==> src/sv/chc_pkg.sv <==
// Shared types, constants and lookup functions for the cartridge header checker.
package chc_pkg;

  localparam int unsigned MAX_IMAGE_BYTES = 2097152;
  localparam int unsigned POS_W = $clog2(MAX_IMAGE_BYTES + 1);

  // Header addresses
  localparam logic [POS_W-1:0] LOGO_FIRST   = POS_W'(32'h104);
  localparam logic [POS_W-1:0] LOGO_LAST    = POS_W'(32'h133);
  localparam logic [POS_W-1:0] HDR_FIRST    = POS_W'(32'h134);
  localparam logic [POS_W-1:0] HDR_LAST     = POS_W'(32'h14C);
  localparam logic [POS_W-1:0] HDR_SUM_ADDR = POS_W'(32'h14D);
  localparam logic [POS_W-1:0] GLB_HI_ADDR  = POS_W'(32'h14E);
  localparam logic [POS_W-1:0] GLB_LO_ADDR  = POS_W'(32'h14F);
  localparam logic [POS_W-1:0] HEADER_END   = POS_W'(32'h150);
  localparam logic [POS_W-1:0] MODEL_ADDR   = POS_W'(32'h143);
  localparam logic [POS_W-1:0] CART_ADDR    = POS_W'(32'h147);
  localparam logic [POS_W-1:0] ROMSZ_ADDR   = POS_W'(32'h148);
  localparam logic [POS_W-1:0] RAMSZ_ADDR   = POS_W'(32'h149);
  localparam logic [POS_W-1:0] MAX_POS      = POS_W'(MAX_IMAGE_BYTES);

  localparam int unsigned LOGO_LEN = 48;
  localparam int unsigned LOGO_IDX_W = $clog2(LOGO_LEN);

  // Model byte codes and reported support codes
  localparam logic [7:0] MODEL_DUAL_BYTE  = 8'h80;
  localparam logic [7:0] MODEL_COLOR_BYTE = 8'hC0;
  localparam logic [1:0] MODEL_ORIG_ONLY  = 2'd0;
  localparam logic [1:0] MODEL_DUAL       = 2'd1;
  localparam logic [1:0] MODEL_COLOR_ONLY = 2'd2;

  localparam logic [7:0] LOGO_TABLE [LOGO_LEN] = '{
    8'hCE, 8'hED, 8'h66, 8'h66, 8'hCC, 8'h0D, 8'h00, 8'h0B,
    8'h03, 8'h73, 8'h00, 8'h83, 8'h00, 8'h0C, 8'h00, 8'h0D,
    8'h00, 8'h08, 8'h11, 8'h1F, 8'h88, 8'h89, 8'h00, 8'h0E,
    8'hDC, 8'hCC, 8'h6E, 8'hE6, 8'hDD, 8'hDD, 8'hD9, 8'h99,
    8'hBB, 8'hBB, 8'h67, 8'h63, 8'h6E, 8'h0E, 8'hEC, 8'hCC,
    8'hDD, 8'hDC, 8'h99, 8'h9F, 8'hBB, 8'hB9, 8'h33, 8'h3E
  };

  typedef struct packed {
    logic       logo_ok;
    logic       header_sum_ok;
    logic       global_sum_ok;
    logic [1:0] model_support;
    logic [7:0] cart_kind;
    logic       cart_kind_known;
    logic [7:0] rom_size_code;
    logic       rom_size_known;
    logic [7:0] ram_size_code;
    logic       image_too_short;
    logic       image_too_long;
  } result_t;

  function automatic logic cart_known(input logic [7:0] c);
    logic known;
    case (c) inside
      [8'h00:8'h03], 8'h05, 8'h06, 8'h08, 8'h09, [8'h0B:8'h0D],
      [8'h0F:8'h13], [8'h19:8'h1F], [8'hFD:8'hFF]: known = 1'b1;
      default: known = 1'b0;
    endcase
    return known;
  endfunction

  function automatic logic rom_size_known(input logic [7:0] c);
    return (c <= 8'h06) || ((c >= 8'h52) && (c <= 8'h54));
  endfunction

  function automatic logic [1:0] model_code(input logic [7:0] m);
    logic [1:0] code;
    case (m)
      MODEL_DUAL_BYTE:  code = MODEL_DUAL;
      MODEL_COLOR_BYTE: code = MODEL_COLOR_ONLY;
      default:          code = MODEL_ORIG_ONLY;
    endcase
    return code;
  endfunction

endpackage

==> src/sv/chc_accum.sv <==
// Per-image header state: byte position, logo match, checksums and captured codes.
module chc_accum (
  input  logic              clk_i,
  input  logic              rst_ni,
  input  logic              step_i,
  input  logic [7:0]        byte_i,
  input  logic              final_i,
  output chc_pkg::result_t  res_o
);

  logic [chc_pkg::POS_W-1:0] pos_q, pos_d;
  logic        logo_match_q, logo_match_d;
  logic [7:0]  hdr_acc_q, hdr_acc_d;
  logic [15:0] glb_acc_q, glb_acc_d;
  logic [7:0]  hdr_sum_q, hdr_sum_d;
  logic [15:0] glb_sum_q, glb_sum_d;
  logic [7:0]  model_q, model_d;
  logic [7:0]  cart_q, cart_d;
  logic [7:0]  romsz_q, romsz_d;
  logic [7:0]  ramsz_q, ramsz_d;
  logic        ovf_q, ovf_d;

  logic                           in_range;
  logic                           in_logo;
  logic [chc_pkg::POS_W-1:0]      logo_off;
  logic [chc_pkg::LOGO_IDX_W-1:0] logo_idx;
  logic                           short_img;

  assign in_range = pos_q < chc_pkg::MAX_POS;
  assign in_logo  = (pos_q >= chc_pkg::LOGO_FIRST) && (pos_q <= chc_pkg::LOGO_LAST);
  assign logo_off = pos_q - chc_pkg::LOGO_FIRST;
  assign logo_idx = logo_off[chc_pkg::LOGO_IDX_W-1:0];

  always_comb begin
    pos_d        = pos_q;
    logo_match_d = logo_match_q;
    hdr_acc_d    = hdr_acc_q;
    glb_acc_d    = glb_acc_q;
    hdr_sum_d    = hdr_sum_q;
    glb_sum_d    = glb_sum_q;
    model_d      = model_q;
    cart_d       = cart_q;
    romsz_d      = romsz_q;
    ramsz_d      = ramsz_q;
    ovf_d        = ovf_q;
    if (in_range) begin
      pos_d = pos_q + chc_pkg::POS_W'(1);
      if (in_logo && (byte_i != chc_pkg::LOGO_TABLE[logo_idx])) begin
        logo_match_d = 1'b0;
      end
      if ((pos_q >= chc_pkg::HDR_FIRST) && (pos_q <= chc_pkg::HDR_LAST)) begin
        hdr_acc_d = hdr_acc_q - byte_i - 8'd1;
      end
      if (pos_q == chc_pkg::HDR_SUM_ADDR) begin
        hdr_sum_d = byte_i;
      end
      // The stored checksum bytes stay out of the running sum
      if (pos_q == chc_pkg::GLB_HI_ADDR) begin
        glb_sum_d = {byte_i, glb_sum_q[7:0]};
      end else if (pos_q == chc_pkg::GLB_LO_ADDR) begin
        glb_sum_d = {glb_sum_q[15:8], byte_i};
      end else begin
        glb_acc_d = glb_acc_q + {8'd0, byte_i};
      end
      if (pos_q == chc_pkg::MODEL_ADDR) model_d = byte_i;
      if (pos_q == chc_pkg::CART_ADDR)  cart_d  = byte_i;
      if (pos_q == chc_pkg::ROMSZ_ADDR) romsz_d = byte_i;
      if (pos_q == chc_pkg::RAMSZ_ADDR) ramsz_d = byte_i;
    end else begin
      ovf_d = 1'b1;
    end
  end

  // Result reflects the state including the current byte
  assign short_img = pos_d < chc_pkg::HEADER_END;

  always_comb begin
    res_o.logo_ok         = !short_img && logo_match_d;
    res_o.header_sum_ok   = !short_img && (hdr_acc_d == hdr_sum_d);
    res_o.global_sum_ok   = !short_img && (glb_acc_d == glb_sum_d);
    res_o.model_support   = chc_pkg::model_code(model_d);
    res_o.cart_kind       = cart_d;
    res_o.cart_kind_known = chc_pkg::cart_known(cart_d);
    res_o.rom_size_code   = romsz_d;
    res_o.rom_size_known  = chc_pkg::rom_size_known(romsz_d);
    res_o.ram_size_code   = ramsz_d;
    res_o.image_too_short = short_img;
    res_o.image_too_long  = ovf_d;
  end

  always_ff @(posedge clk_i or negedge rst_ni) begin
    if (!rst_ni) begin
      pos_q        <= '0;
      logo_match_q <= 1'b1;
      hdr_acc_q    <= '0;
      glb_acc_q    <= '0;
      hdr_sum_q    <= '0;
      glb_sum_q    <= '0;
      model_q      <= '0;
      cart_q       <= '0;
      romsz_q      <= '0;
      ramsz_q      <= '0;
      ovf_q        <= 1'b0;
    end else if (step_i) begin
      if (final_i) begin
        // Image done: start over at address zero
        pos_q        <= '0;
        logo_match_q <= 1'b1;
        hdr_acc_q    <= '0;
        glb_acc_q    <= '0;
        hdr_sum_q    <= '0;
        glb_sum_q    <= '0;
        model_q      <= '0;
        cart_q       <= '0;
        romsz_q      <= '0;
        ramsz_q      <= '0;
        ovf_q        <= 1'b0;
      end else begin
        pos_q        <= pos_d;
        logo_match_q <= logo_match_d;
        hdr_acc_q    <= hdr_acc_d;
        glb_acc_q    <= glb_acc_d;
        hdr_sum_q    <= hdr_sum_d;
        glb_sum_q    <= glb_sum_d;
        model_q      <= model_d;
        cart_q       <= cart_d;
        romsz_q      <= romsz_d;
        ramsz_q      <= ramsz_d;
        ovf_q        <= ovf_d;
      end
    end
  end

endmodule

==> src/sv/cartridge_header_checker_top.sv <==
// Top level: input register, header state update and result register.
// A final byte passes the input register, then the header state update into the result register.
// Throughput: one byte per cycle; the input side stalls only while a final byte
// waits for the result register to free up.
// Reset: asynchronous, active low; clears all pipeline valids and the
// per-image state, so the next byte is address zero.
module cartridge_header_checker_top (
  input  logic       clk_i,
  input  logic       rst_ni,
  input  logic       in_valid_i,
  output logic       in_stall_o,
  input  logic [7:0] rom_byte_i,
  input  logic       final_byte_i,
  output logic       out_valid_o,
  input  logic       out_stall_i,
  output logic       logo_ok_o,
  output logic       header_sum_ok_o,
  output logic       global_sum_ok_o,
  output logic [1:0] model_support_o,
  output logic [7:0] cart_kind_o,
  output logic       cart_kind_known_o,
  output logic [7:0] rom_size_code_o,
  output logic       rom_size_known_o,
  output logic [7:0] ram_size_code_o,
  output logic       image_too_short_o,
  output logic       image_too_long_o
);

  logic             s1_valid_q, s1_valid_d;
  logic [7:0]       s1_byte_q;
  logic             s1_final_q;
  logic             out_valid_q, out_valid_d;
  chc_pkg::result_t res_q;
  chc_pkg::result_t res_next;

  logic in_xfer;
  logic out_free;
  logic s1_advance;
  logic out_load;

  assign in_xfer    = in_valid_i && !in_stall_o;
  assign out_free   = !out_valid_q || !out_stall_i;
  // Non-final bytes never need the result register
  assign s1_advance = s1_valid_q && (!s1_final_q || out_free);
  assign in_stall_o = s1_valid_q && !s1_advance;
  assign out_load   = s1_advance && s1_final_q;

  assign s1_valid_d  = in_xfer ? 1'b1 : (s1_advance ? 1'b0 : s1_valid_q);
  assign out_valid_d = out_load ? 1'b1 : (out_valid_q && out_stall_i);

  always_ff @(posedge clk_i or negedge rst_ni) begin
    if (!rst_ni) begin
      s1_valid_q  <= 1'b0;
      out_valid_q <= 1'b0;
    end else begin
      s1_valid_q  <= s1_valid_d;
      out_valid_q <= out_valid_d;
    end
  end

  always_ff @(posedge clk_i) begin
    if (in_xfer) begin
      s1_byte_q  <= rom_byte_i;
      s1_final_q <= final_byte_i;
    end
    if (out_load) begin
      res_q <= res_next;
    end
  end

  chc_accum u_accum (
    .clk_i   (clk_i),
    .rst_ni  (rst_ni),
    .step_i  (s1_advance),
    .byte_i  (s1_byte_q),
    .final_i (s1_final_q),
    .res_o   (res_next)
  );

  assign out_valid_o       = out_valid_q;
  assign logo_ok_o         = res_q.logo_ok;
  assign header_sum_ok_o   = res_q.header_sum_ok;
  assign global_sum_ok_o   = res_q.global_sum_ok;
  assign model_support_o   = res_q.model_support;
  assign cart_kind_o       = res_q.cart_kind;
  assign cart_kind_known_o = res_q.cart_kind_known;
  assign rom_size_code_o   = res_q.rom_size_code;
  assign rom_size_known_o  = res_q.rom_size_known;
  assign ram_size_code_o   = res_q.ram_size_code;
  assign image_too_short_o = res_q.image_too_short;
  assign image_too_long_o  = res_q.image_too_long;

`ifndef SYNTHESIS
  a_final_reaches_output: assert property (@(posedge clk_i) disable iff (!rst_ni)
    out_load |=> out_valid_q)
    else $error("final byte step did not load a result");

  a_stall_only_on_final: assert property (@(posedge clk_i) disable iff (!rst_ni)
    in_stall_o |-> (s1_valid_q && s1_final_q && out_valid_q && out_stall_i))
    else $error("input stalled without a blocked final byte");

  a_short_no_ok: assert property (@(posedge clk_i) disable iff (!rst_ni)
    (out_valid_q && res_q.image_too_short) |->
      !(res_q.logo_ok || res_q.header_sum_ok || res_q.global_sum_ok))
    else $error("short image reported a passing check");

  a_model_code_range: assert property (@(posedge clk_i) disable iff (!rst_ni)
    out_valid_q |-> (res_q.model_support != 2'd3))
    else $error("model support code out of range");
`endif

endmodule

==> config.mk <==
export PLATFORM = sky130hd
export DESIGN_NAME = cartridge_header_checker_top
export DESIGN_NICKNAME = d
export VERILOG_FILES = /design/src/sv/chc_pkg.sv /design/src/sv/chc_accum.sv /design/src/sv/cartridge_header_checker_top.sv
export SDC_FILE = /design/constraint.sdc
export NUM_CORES = 1
export LEC_CHECK = 0
export BUFFER_PORTS_ARGS = -buffer_cell sky130_fd_sc_hd__buf_2
export CAP_MARGIN = 30
export CORE_AREA = 2 2 146 148
export DETAILED_ROUTE_END_ITERATION = 10
export DIE_AREA = 0 0 148 150
export GPL_ROUTABILITY_DRIVEN = 0
export PLACE_DENSITY = 0.7
export REMOVE_ABC_BUFFERS = 1
export SLEW_MARGIN = 25
export SYNTH_ARGS = -nofsm -noshare
export SYNTH_HDL_FRONTEND = slang
export SYNTH_SLANG_ARGS = --single-unit
==> constraint.sdc <==
create_clock -name clk_i -period 9.2 [get_ports clk_i]
set_input_delay 1.84 -clock clk_i [delete_from_list [all_inputs] [get_ports clk_i]]
set_output_delay 1.84 -clock clk_i [all_outputs]
set_load 0.03 [all_outputs]
==> run metrics, run 1 <==
placeable core area=20700 µm²; Slew headroom=30.4%; worst-path maximum fanout=27; crit path time final=4210 ps; Switch Pwr=0.798 mW; Die Y=roughly 150 µm; GRT Total Usage=21.6%; Design Area, Final=approximately 11000 µm²; share of cells above drive strength 1=11.7%; worst vdd ir=between 100 and 150 µV; sequential share of the synthesized area=roughly two fifths; worst skew pair latency=430 ps; async set or reset register ratio after synthesis=71.6%; top post-synthesis cells by area=dfrtp_1, edfxtp_1, o21ai_0; starting density of the core=around 46%; Placement Rows=53; Area Growth Syn to Fin=9.65%; Final Skew=9.64 ps; internal power=1.37 mW; post-CTS setup repair buffer count=0; Static Leak=4.40 nW; DRC=0; Sw Ratio=36.9%; clk slew on worst S/H paths=70 ps; Unique masters post-synth=86; Final setup viols=0; Power per Cell Area=206 nW/µm²; via-per-instance ratio=just under 6; Synth Cell Area=9600 µm²; Post-synth EDFFs=42; Cell Area, Placed=9920 µm²; critical path class=register to register; H-Tree Depth=4; Initial DRT Pass Iterations=5; clk sinks=between 100 and 150; Hold-fix buffers, CTS=0; Root Buffer=clkbuf_16; Setup TNS Final=0 ps; unrepaired setup endpoints after global routing=no; Fmax=0.237 GHz; Hold Fails Final Rpt=0; RR Endpoint=logo_ok_o; Required @ worst endpoint=9350 ps; initial antenna violation count=0; Setup crit end=logo_ok_o; Flop pwr share=38.6%; # port buffers=47; first-pass GRT wire length=38100 µm; PostCTS Resize Cnt=0; post-synth top area share=27.4%; Slew Limit Fails=0; TritonCTS clock tree=done; R2R depth=10; worst path cell trace=clkinv_1, ha_1, inv_1, nor3_1, o31ai_1, xnor2_1, a41oi_1, a31oi_1, a32oi_1, nor2_1; area leader, netlist=dfrtp_1; final HPWL from detailed placement=about 15000 µm; slowest stage delay, CP=between 800 and 900 ps; critical path launch point type=register; status=finished, final reports clean; Avg Synthesized Cell Area=~9.1 µm²; reg2reg start=u_accum.pos_q[2]; largest net degree at the start of global routing=78; max-capacitance violation count=0; worst slack, placed=5010 ps; Hold/Removal Path Class=register to register; total number of vias=between 7000 and 8000; top_reg_cell synth=dfrtp_1; Yosys warnings=0; CP endpoint kind=register; die area=22200 µm²; clock buffer depth=2; flop2flop setup slack=4990 ps; Mapped Cells=1054; Remaining Overflow, GRT=0; TritonCTS Buffers=17; Seq cells post-synth=148; Critical-path top delay cell=dfrtp_1; period utilization=roughly 46%; per-cell routed wire length=17.5 µm; fill count=1908; power share of the clock group=32.5%; DR iter-0 viols=755; worst slew pin tran=around 1000 ps; Die W=148 µm; Gate power share=between 20% and 30%; total I/O pin count=48; n_diodes=0; Crit. Startpoint=u_accum.pos_q[2]; vias in the first global route=7189; Worst Path Arrival=4360 ps; final worst-path setup slack=between 4000 and 5000 ps; Post-Route WL=23300 µm; Routed Antenna Nets=0; post-layout net count=1097
final cells by class:
class	count	area (µm²)	share of cell area [%]
clock buffer	17	425	4.04
inverter	37	139	1.32
sequential	148	3920	37.2
clock inverter	15	181	1.72
timing repair buffer	56	305	2.90
tap	275	344	3.27
multi-input combinational	789	5210	49.5
cells in the final DEF, fill, tap and decap left out, types with 19 or more instances in the layout:
cell type,synthesis,layout
nand3_1,19,19
nor2_1,43,43
dfrtp_1,105,105
nand2_1,132,131
edfxtp_1,42,42
a22oi_1,32,32
o21ai_0,117,117
buf_2,10,46
a21oi_1,54,54
mux2i_1,42,42
xnor2_1,37,37
nor3_1,25,25
nor2b_1,23,23
inv_1,36,36
ha_1,33,33
worst min-delay path by stage:
| stage | slack [ps] | from | depth (start not counted) | endpoint |
|---|---|---|---|---|
| 2_1_floorplan | 440 | u_accum.model_q[6] | 2 | u_accum.model_q[6] |
| 3_3_place_gp | 450 | u_accum.model_q[6] | 2 | u_accum.model_q[6] |
| 3_5_place_dp | 460 | u_accum.model_q[6] | 2 | u_accum.model_q[6] |
| 4_1_cts | 480 | u_accum.model_q[6] | 2 | u_accum.model_q[6] |
| 5_1_grt | 520 | u_accum.hdr_sum_q[7] | 2 | u_accum.hdr_sum_q[7] |
| 6_report | 480 | u_accum.model_q[6] | 2 | u_accum.model_q[6] |
synth_stat cells, types with 9 or more instances:
library cell	number
nand2_1	132
o21ai_0	117
dfrtp_1	105
clkbuf_1	61
a21oi_1	54
nor2_1	43
edfxtp_1	42
mux2i_1	42
xnor2_1	37
inv_1	36
ha_1	33
a22oi_1	32
nor3_1	25
nor2b_1	23
nand3_1	19
nor4_1	16
a22o_1	12
nand4_1	12
xor2_1	11
a31oi_1	10
and3_1	10
buf_2	10
nor3b_1	10
and2_1	9
mux2_2	9
logic make-up (layout without fill, tap and decap cells):
family	after synthesis	count (layout)	synth area share, %
xor+xnor	48	48	4.38
flops	148	148	40.8
simple gates	353	353	19.5
fa+ha+maj	35	35	4.72
compound gates	300	300	19.7
mux	53	53	5.83
buf+inv	117	125	5.06
registers in the layout (all words and copies together), names as in the netlist, 2 cells and up:
| signal | count |
|---|---|
| u_accum.romsz_q | 8 |
| ram_size_code_o | 8 |
| u_accum.pos_q | 22 |
| s1_byte_q | 8 |
| u_accum.glb_acc_q | 16 |
| rom_size_code_o | 8 |
| u_accum.hdr_acc_q | 8 |
| u_accum.model_q | 8 |
| u_accum.hdr_sum_q | 8 |
| u_accum.glb_sum_q | 16 |
| u_accum.cart_q | 8 |
| cart_kind_o | 8 |
| model_support_o | 2 |
| u_accum.ramsz_q | 8 |
power by group through the flow:
stage          Combinational [mW]  Clock, mW  Sequential, mW
4_1_cts                     0.623      0.715           0.832
3_3_place_gp                0.610          0           0.842
2_1_floorplan               0.458          0           0.840
3_5_place_dp                0.621          0           0.845
5_1_grt                     0.696      0.747           0.847
6_report                    0.627      0.703           0.835
per-layer routing:
| layer | wire length, µm | track usage (%) | part of all wire [%] |
|---|---|---|---|
| met1 | 10900 | 30.8 | 47 |
| met2 | 10600 | 33.6 | 45 |
| met3 | 1400 | 3.54 | 6.0 |
| met4 | 525 | 7.19 | 2.2 |
| met5 | 0 | 0 | 0 |
critical path: cells and delay by family, from the launching register on:
kind,cells,cell delay (ps)
buffers and inverters,2,940
DFF,1,890
adders and majority gates,1,860
AOI/OAI and AO/OA,4,680
and+or+nand+nor,2,380
xor gates and xnor gates,1,180
stage by stage:
stage | util [%] | power, mW | std cells | hold WS, ps
after floorplan | - | 1.30 | 974 | 442
after global placement | 47.9 | 1.45 | 1305 | 453
after detailed placement | 47.9 | 1.47 | 1305 | 462
after CTS | 50.9 | 2.17 | 1337 | 480
after global routing | 50.9 | 2.29 | 1337 | 517
final | 50.9 | 2.16 | 1337 | 481
(Power assumes the default switching activity.)
==> inputs of run 2 (changes only) <==
ABC_AREA = 1   (was unset)
CORE_AREA = 2 2 147 149   (was 2 2 146 148)
DIE_AREA = 0 0 149 151   (was 0 0 148 150)
PLACE_DENSITY = 0.73   (was 0.7)
clock period = 3.55 ns   (was 9.2 ns; I/O delays follow)
==> run 2 against run 1 <==
  * Fmax increased by 35%
  * Largest power group unchanged
  * Sequential power increased by 130%
  * Global-route usage increased by 1.5 points
  * Via count up 12%
  * Non-clock buffer count rose by 9
  * Highest routed layer unchanged
  * Critical path type unchanged
  * Register-to-register slack got worse by 4500 ps
  * Critical endpoint unchanged
  * Area after synthesis is 1.3% higher
  * First-iteration DRC count is 7.7% lower
  * Sequential cell count unchanged
  * Count of clock-buffer cells in the layout grew 2
==> run metrics, run 2 <==
status=finished, final reports clean (unchanged); reg2reg start=u_accum.pos_q[2] (unchanged); clk slew on worst S/H paths=60 ps (was 70 ps); area leader, netlist=dfrtp_1 (unchanged); critical path class=register to register (unchanged); top_reg_cell synth=dfrtp_1 (unchanged); Avg Synthesized Cell Area=7.47 µm² (was 9.11 µm²); Post-Synth Simple-Gate Area=28.7% (was 19.5%); R2R depth=14 (was 10); post-synth top area share=27.0% (was 27.4%); placeable core area=20800 µm² (was 20700 µm²); Design Area, Final=10800 µm² (was 10500 µm²); vias in the first global route=8494 (was 7189); Biggest register=u_accum.pos_q (unchanged); flop2flop setup slack=440 ps (was 4990 ps); Largest register FFs=22 (unchanged); post-route insts no fill=1631 (was 1337); TritonCTS Buffers=17 (unchanged); Post-Route WL=25000 µm (was 23300 µm); final HPWL from detailed placement=17400 µm (was 15400 µm); post-CTS setup repair buffer count=0 (unchanged); top post-synthesis cells by area=dfrtp_1, nand2_1, edfxtp_1 (was dfrtp_1, edfxtp_1, o21ai_0); Seq cells post-synth=148 (unchanged); total number of vias=8888 (was 7949); Worst Path Arrival=3400 ps (was 4360 ps); Synth Area in Compound Gates=13.6% (was 19.7%); Placement Rows=53 (unchanged); Post-synth top cells=nand2_1, inv_1, dfrtp_1 (was nand2_1, o21ai_0, dfrtp_1); n_diodes=0 (unchanged); largest net degree at the start of global routing=86 (was 78); Static Leak=5.56 nW (was 4.40 nW); clock buffer depth=2 (unchanged); Slew Limit Fails=0 (unchanged); Area Growth Syn to Fin=11.3% (was 9.65%); PostCTS Resize Cnt=0 (unchanged); Slew headroom=47.6% (was 30.4%); placed cell count=1599 (was 1305); worst-path maximum fanout=16 (was 27); top flop regs=u_accum.pos_q x22, u_accum.glb_acc_q x16, u_accum.glb_sum_q x16 (unchanged); share of cells above drive strength 1=11.6% (was 11.7%); Hold Fails Final Rpt=0 (unchanged); worst slack, placed=522 ps (was 5010 ps); first-pass GRT wire length=41300 µm (was 38100 µm); xor-xnor portion of the synthesized cell area=2.34% (was 4.38%); initial antenna violation count=0 (unchanged); worst vdd ir=294 µV (was 146 µV); Mapped Cells=1301 (was 1054); post-layout net count=1391 (was 1097); RR Endpoint=logo_ok_o (unchanged); Power per Cell Area=433 nW/µm² (was 206 nW/µm²); TritonCTS clock tree=done (unchanged); mux contribution to synthesized area=0% (was 5.83%); CP endpoint kind=register (unchanged); critical path launch point type=register (unchanged); Hold/Removal Path Class=input port to async pin (was register to register); Crit. Startpoint=u_accum.pos_q[2] (unchanged); Final setup viols=0 (unchanged); Initial DRT Pass Iterations=6 (was 5); most common cell after layout, fill and taps aside=nand2_1 (unchanged); Remaining Overflow, GRT=0 (unchanged); worst slew pin tran=787 ps (was 1040 ps); post-synthesis adder-cell area fraction=4.66% (was 4.72%); Die Y=151 µm (was 150 µm); H-Tree Depth=4 (unchanged); DR iter-0 viols=697 (was 755); unrepaired setup endpoints after global routing=no (unchanged); DRC=0 (unchanged); largest family of logic cells by synthesized area=simple AND/OR/NAND/NOR gates (was compound AO/OA/AOI/OAI gates); most frequent cells in the layout=nand2_1, inv_1, dfrtp_1 (was nand2_1, o21ai_0, dfrtp_1); Cell Area, Placed=10300 µm² (was 9920 µm²); worst skew pair latency=430 ps (about the same); Hold-fix buffers, CTS=0 (unchanged); Tot Pwr=4.68 mW (was 2.16 mW); # port buffers=47 (unchanged); Yosys warnings=0 (unchanged); async set or reset register ratio after synthesis=71.6% (unchanged); period utilization=87.7% (was 45.8%); per-cell routed wire length=15.3 µm (was 17.5 µm); Routed Antenna Nets=0 (unchanged); Unique masters post-synth=52 (was 86); Final Skew=7.06 ps (was 9.64 ps); die area=22500 µm² (was 22200 µm²); Fmax=0.321 GHz (was 0.237 GHz); count leader, synth=nand2_1 (unchanged); Die W=149 µm (was 148 µm); Required @ worst endpoint=3840 ps (was 9350 ps); Root Buffer=clkbuf_16 (unchanged); clk sinks=148 (unchanged); via-per-instance ratio=5.45 (was 5.95); Post-synth EDFFs=42 (unchanged); crit path time final=3110 ps (was 4210 ps); total I/O pin count=48 (unchanged); Worst Hold Slack=364 ps (was 481 ps); max-capacitance violation count=0 (unchanged); GRT Total Usage=23.1% (was 21.6%); sequential share of the synthesized area=40.3% (was 40.8%); Synth Cell Area=9720 µm² (was 9600 µm²); final worst-path setup slack=438 ps (was 4990 ps); starting density of the core=46.7% (was 46.4%)
[run 2: cell count changes after synthesis, sizes merged, moves of 23 or more]
cell | before | now
clkbuf | 61 | 26
nand3 | 20 | 106
mux2i | 42 | 0
nor2b | 23 | 0
xnor2 | 37 | 8
o22ai | 6 | 76
a22oi | 32 | 2
nand2 | 133 | 365
a21oi | 54 | 19
nor2 | 43 | 94
inv | 36 | 208
[run 2: worst max-delay path by stage]
stage	end	slack, ps
2_1_floorplan	cart_kind_known_o	-220
3_3_place_gp	logo_ok_o	590
3_5_place_dp	logo_ok_o	520
4_1_cts	logo_ok_o	500
5_1_grt	logo_ok_o	50
6_report	logo_ok_o	440
[run 2: critical path, cell delays in order, from the launching register on]
cell and delay (ps):
dfrtp_1 620, inv_1 250, ha_1 520, inv_1 400
nand2_1 190, o22ai_1 150, o21ai_0 100, o21ai_0 190
xor2_1 160, nand2_1 70, nor2_1 80, nand2_1 50
nand2_1 60, nand2_1 60, nor2_1 70
[run 2: layout make-up]
class | count | area [µm²]
Clock buffer | 19 | 443
Clock inverter | 13 | 123
Sequential cell | 148 | 3920
Tap cell | 275 | 344
Fill cell | 1967 | 10000
Timing Repair Buffer | 65 | 410
Inverter | 211 | 792
Multi-Input combinational cell | 900 | 4790
[run 2: report_power, final]
group	switching [mW]	internal, mW	total, mW	leakage [nW]
Combinational	0.673	0.355	1.03	3.42
Clock	0.762	0.993	1.75	0.271
Sequential	0.0773	1.82	1.90	1.86
Total	1.51	3.17	4.68	5.56
[run 2: routing by layer]
metal  vias to the layer above  track usage, %  wire (µm)
met1                      4135            30.5      11200
met4                         0            7.67        650
met2                       329            37.6      11400
met5                         -               0          0
met3                        58            5.30       1720
li1                       4366               -          -
[run 2: per-stage QoR]
step / TNS (ps) / util [%]
floorplan: -7640 / -
global placement: 0 / 49.2
detailed placement: 0 / 49.2
CTS: 0 / 52.0
global route: 0 / 52.0
finish: 0 / 52.0
[run 2: kinds of logic (layout without fill, tap and decap cells)]
group | count (synthesis) | count (layout)
and+or+nand+nor | 616 | 616
buffers and inverters | 253 | 308
AOI/OAI and AO/OA | 223 | 223
DFF | 148 | 148
adders and majority gates | 35 | 35
xor gates and xnor gates | 26 | 26
==> inputs of run 3 (changes only) <==
ABC_AREA = unset   (was 1)
CORE_AREA = 2 2 146 148   (was 2 2 147 149)
DIE_AREA = 0 0 148 150   (was 0 0 149 151)
==> run 3 against run 2 <==
  * Critical path type unchanged
  * Register-to-register slack worse by 110 ps
  * Highest routed layer unchanged
  * Clock skew up 2.0 ps
  * Via count down 8.0%
  * Worst hold slack worse by 33 ps
  * Total power up 22%
  * Critical path depth down 6
==> run metrics, run 3 (same netlist as run 1, synthesis figures left out) <==
wl on met1=11100 µm (was 11200 µm); Power per Cell Area=531 nW/µm² (was 433 nW/µm²); Root Buffer=clkbuf_16 (unchanged); total number of vias=8177 (was 8888); TritonCTS Buffers=17 (unchanged); Static Leak=4.58 nW (was 5.56 nW); post-layout net count=1133 (was 1391); Placement Rows=53 (unchanged); Biggest register=u_accum.pos_q (unchanged); crit path time final=3220 ps (was 3110 ps); initial antenna violation count=0 (unchanged); Post-Route WL=24400 µm (was 25000 µm); largest net degree at the start of global routing=78 (was 86); Worst Path Arrival=3530 ps (was 3400 ps); DR iter-0 viols=657 (was 697); CP endpoint kind=register (unchanged); clock buffer depth=2 (unchanged); TritonCTS clock tree=done (unchanged); Slew Limit Fails=0 (unchanged); worst slew pin tran=896 ps (was 787 ps); Fmax=0.311 GHz (was 0.321 GHz); via-per-instance ratio=5.96 (was 5.45); unrepaired setup endpoints after global routing=no (unchanged); die area=22200 µm² (was 22500 µm²); worst vdd ir=385 µV (was 294 µV); critical path launch point type=register (unchanged); Hold/Removal Path Class=input port to async pin (unchanged); period utilization=90.6% (was 87.7%); Final setup viols=0 (unchanged); first-pass GRT wire length=39800 µm (was 41300 µm); status=finished, final reports clean (unchanged); total I/O pin count=48 (unchanged); final worst-path setup slack=333 ps (was 438 ps); top routing layer used=met4 (unchanged); Slew headroom=40.3% (was 47.6%); metal3 WL=1570 µm (was 1720 µm); worst path cell trace=ha_1, or2_2, a41o_4, nor4b_4, nor3b_1, o221ai_1, a2111oi_2, o2111a_1 (was inv_1, ha_1, inv_1, nand2_1, o22ai_1, o21ai_0, o21ai_0, xor2_1, nand2_1, nor2_1, nand2_1, nand2_1, nand2_1, nor2_1); DRC=0 (unchanged); clk slew on worst S/H paths=70 ps (was 60 ps); clk sinks=148 (unchanged); starting density of the core=46.4% (was 46.7%); worst slack, placed=380 ps (was 522 ps); top flop regs=u_accum.pos_q x22, u_accum.glb_acc_q x16, u_accum.glb_sum_q x16 (unchanged); Remaining Overflow, GRT=0 (unchanged); placeable core area=20700 µm² (was 20800 µm²); Final Skew=9.10 ps (was 7.06 ps); post-CTS setup repair buffer count=0 (unchanged); critical path class=register to register (unchanged); most common cell after layout, fill and taps aside=nand2_1 (unchanged); Critical-path top delay cell=dfrtp_1 (unchanged); GRT Total Usage=22.5% (was 23.1%); # port buffers=47 (unchanged); n_diodes=0 (unchanged); Required @ worst endpoint=3860 ps (was 3840 ps); Area Growth Syn to Fin=12.5% (was 11.3%); Hold-fix buffers, CTS=0 (unchanged); final HPWL from detailed placement=16500 µm (was 17400 µm); Setup TNS Final=0 ps (unchanged); flop2flop setup slack=330 ps (was 440 ps); share of cells above drive strength 1=14.5% (was 11.6%); Routed Antenna Nets=0 (unchanged); Hold Fails Final Rpt=0 (unchanged); PostCTS Resize Cnt=0 (unchanged); vias in the first global route=7740 (was 8494); worst skew pair latency=440 ps (was 430 ps); Die W=148 µm (was 149 µm); routed wl met2=11000 µm (was 11400 µm); H-Tree Depth=4 (unchanged); per-cell routed wire length=17.8 µm (was 15.3 µm); worst-path maximum fanout=13 (was 16); most frequent cells in the layout=nand2_1, o21ai_0, dfrtp_1 (was nand2_1, inv_1, dfrtp_1); max-capacitance violation count=0 (unchanged); slowest stage delay, CP=450 ps (was 620 ps); Initial DRT Pass Iterations=7 (was 6); Die Y=150 µm (was 151 µm); Largest register FFs=22 (unchanged)
run 3: cell count changes in the layout (fill, tap and decap cells not counted), moves of 19 or more:
| cell | before | now |
|---|---|---|
| inv_1 | 196 | 36 |
| nand2_1 | 354 | 131 |
| nor2b_1 | 0 | 23 |
| o22ai_1 | 76 | 6 |
| nor2_1 | 81 | 43 |
| a22oi_1 | 2 | 32 |
| o21ai_0 | 72 | 117 |
| o21ai_1 | 20 | 1 |
| xnor2_1 | 8 | 37 |
| buf_4 | 16 | 45 |
| a21oi_1 | 19 | 54 |
| mux2i_1 | 0 | 42 |
| nand3_1 | 97 | 19 |
run 3: worst max-delay path, delay by kind of cell (launching register included):
family | cells | cell delay [ps]
compound gates | 4 | 1180
simple gates | 3 | 1080
flops | 1 | 450
fa+ha+maj | 1 | 370
run 3: layout make-up:
class	instances	area, µm²
fill	1863	9890
inverter	37	139
tap	275	344
timing repair buffer	92	588
multi-input combinational	789	5210
clock inverter	14	165
clock buffer	18	439
sequential	148	3920
run 3: power by group:
group | leakage (nW) | switching [mW] | total (mW) | internal, mW
clock | 0.293 | 0.825 | 1.84 | 1.02
sequential | 1.84 | 0.209 | 2.12 | 1.91
combinational | 2.44 | 1.03 | 1.77 | 0.742
total | 4.58 | 2.06 | 5.73 | 3.67
run 3: worst paths after layout:
path,start,endpoint,cells past startpoint
worst min-delay path,rst_ni,u_accum.pos_q[15],1
min in group clk_i,rom_byte_i[6],s1_byte_q[6],1
worst max register to register,u_accum.pos_q[1],global_sum_ok_o,8
max in group asynchronous,rst_ni,u_accum.cart_q[3],2
worst max-delay path,u_accum.pos_q[1],global_sum_ok_o,8
worst min register to register,u_accum.hdr_sum_q[6],u_accum.hdr_sum_q[6],2
run 3: per-layer routing:
layer  vias to the layer above  track usage (%)
li1                       3899                -
met1                      3889             31.0
met2                       328             35.4
met3                        61             3.78
met4                         0             9.24
met5                         -                0
run 3: per-stage QoR:
| step | cell area [µm²] | hold WS [ps] | total power [mW] | utilization [%] | instances |
|---|---|---|---|---|---|
| 2_1_floorplan | 9250 | 414 | 3.36 | - | 974 |
| 3_3_place_gp | 10200 | 455 | 3.84 | 49.3 | 1341 |
| 3_5_place_dp | 10200 | 463 | 3.89 | 49.3 | 1341 |
| 4_1_cts | 10800 | 404 | 5.73 | 52.2 | 1373 |
| 5_1_grt | 10800 | 437 | 6.04 | 52.2 | 1373 |
| 6_report | 10800 | 330 | 5.73 | 52.2 | 1373 |
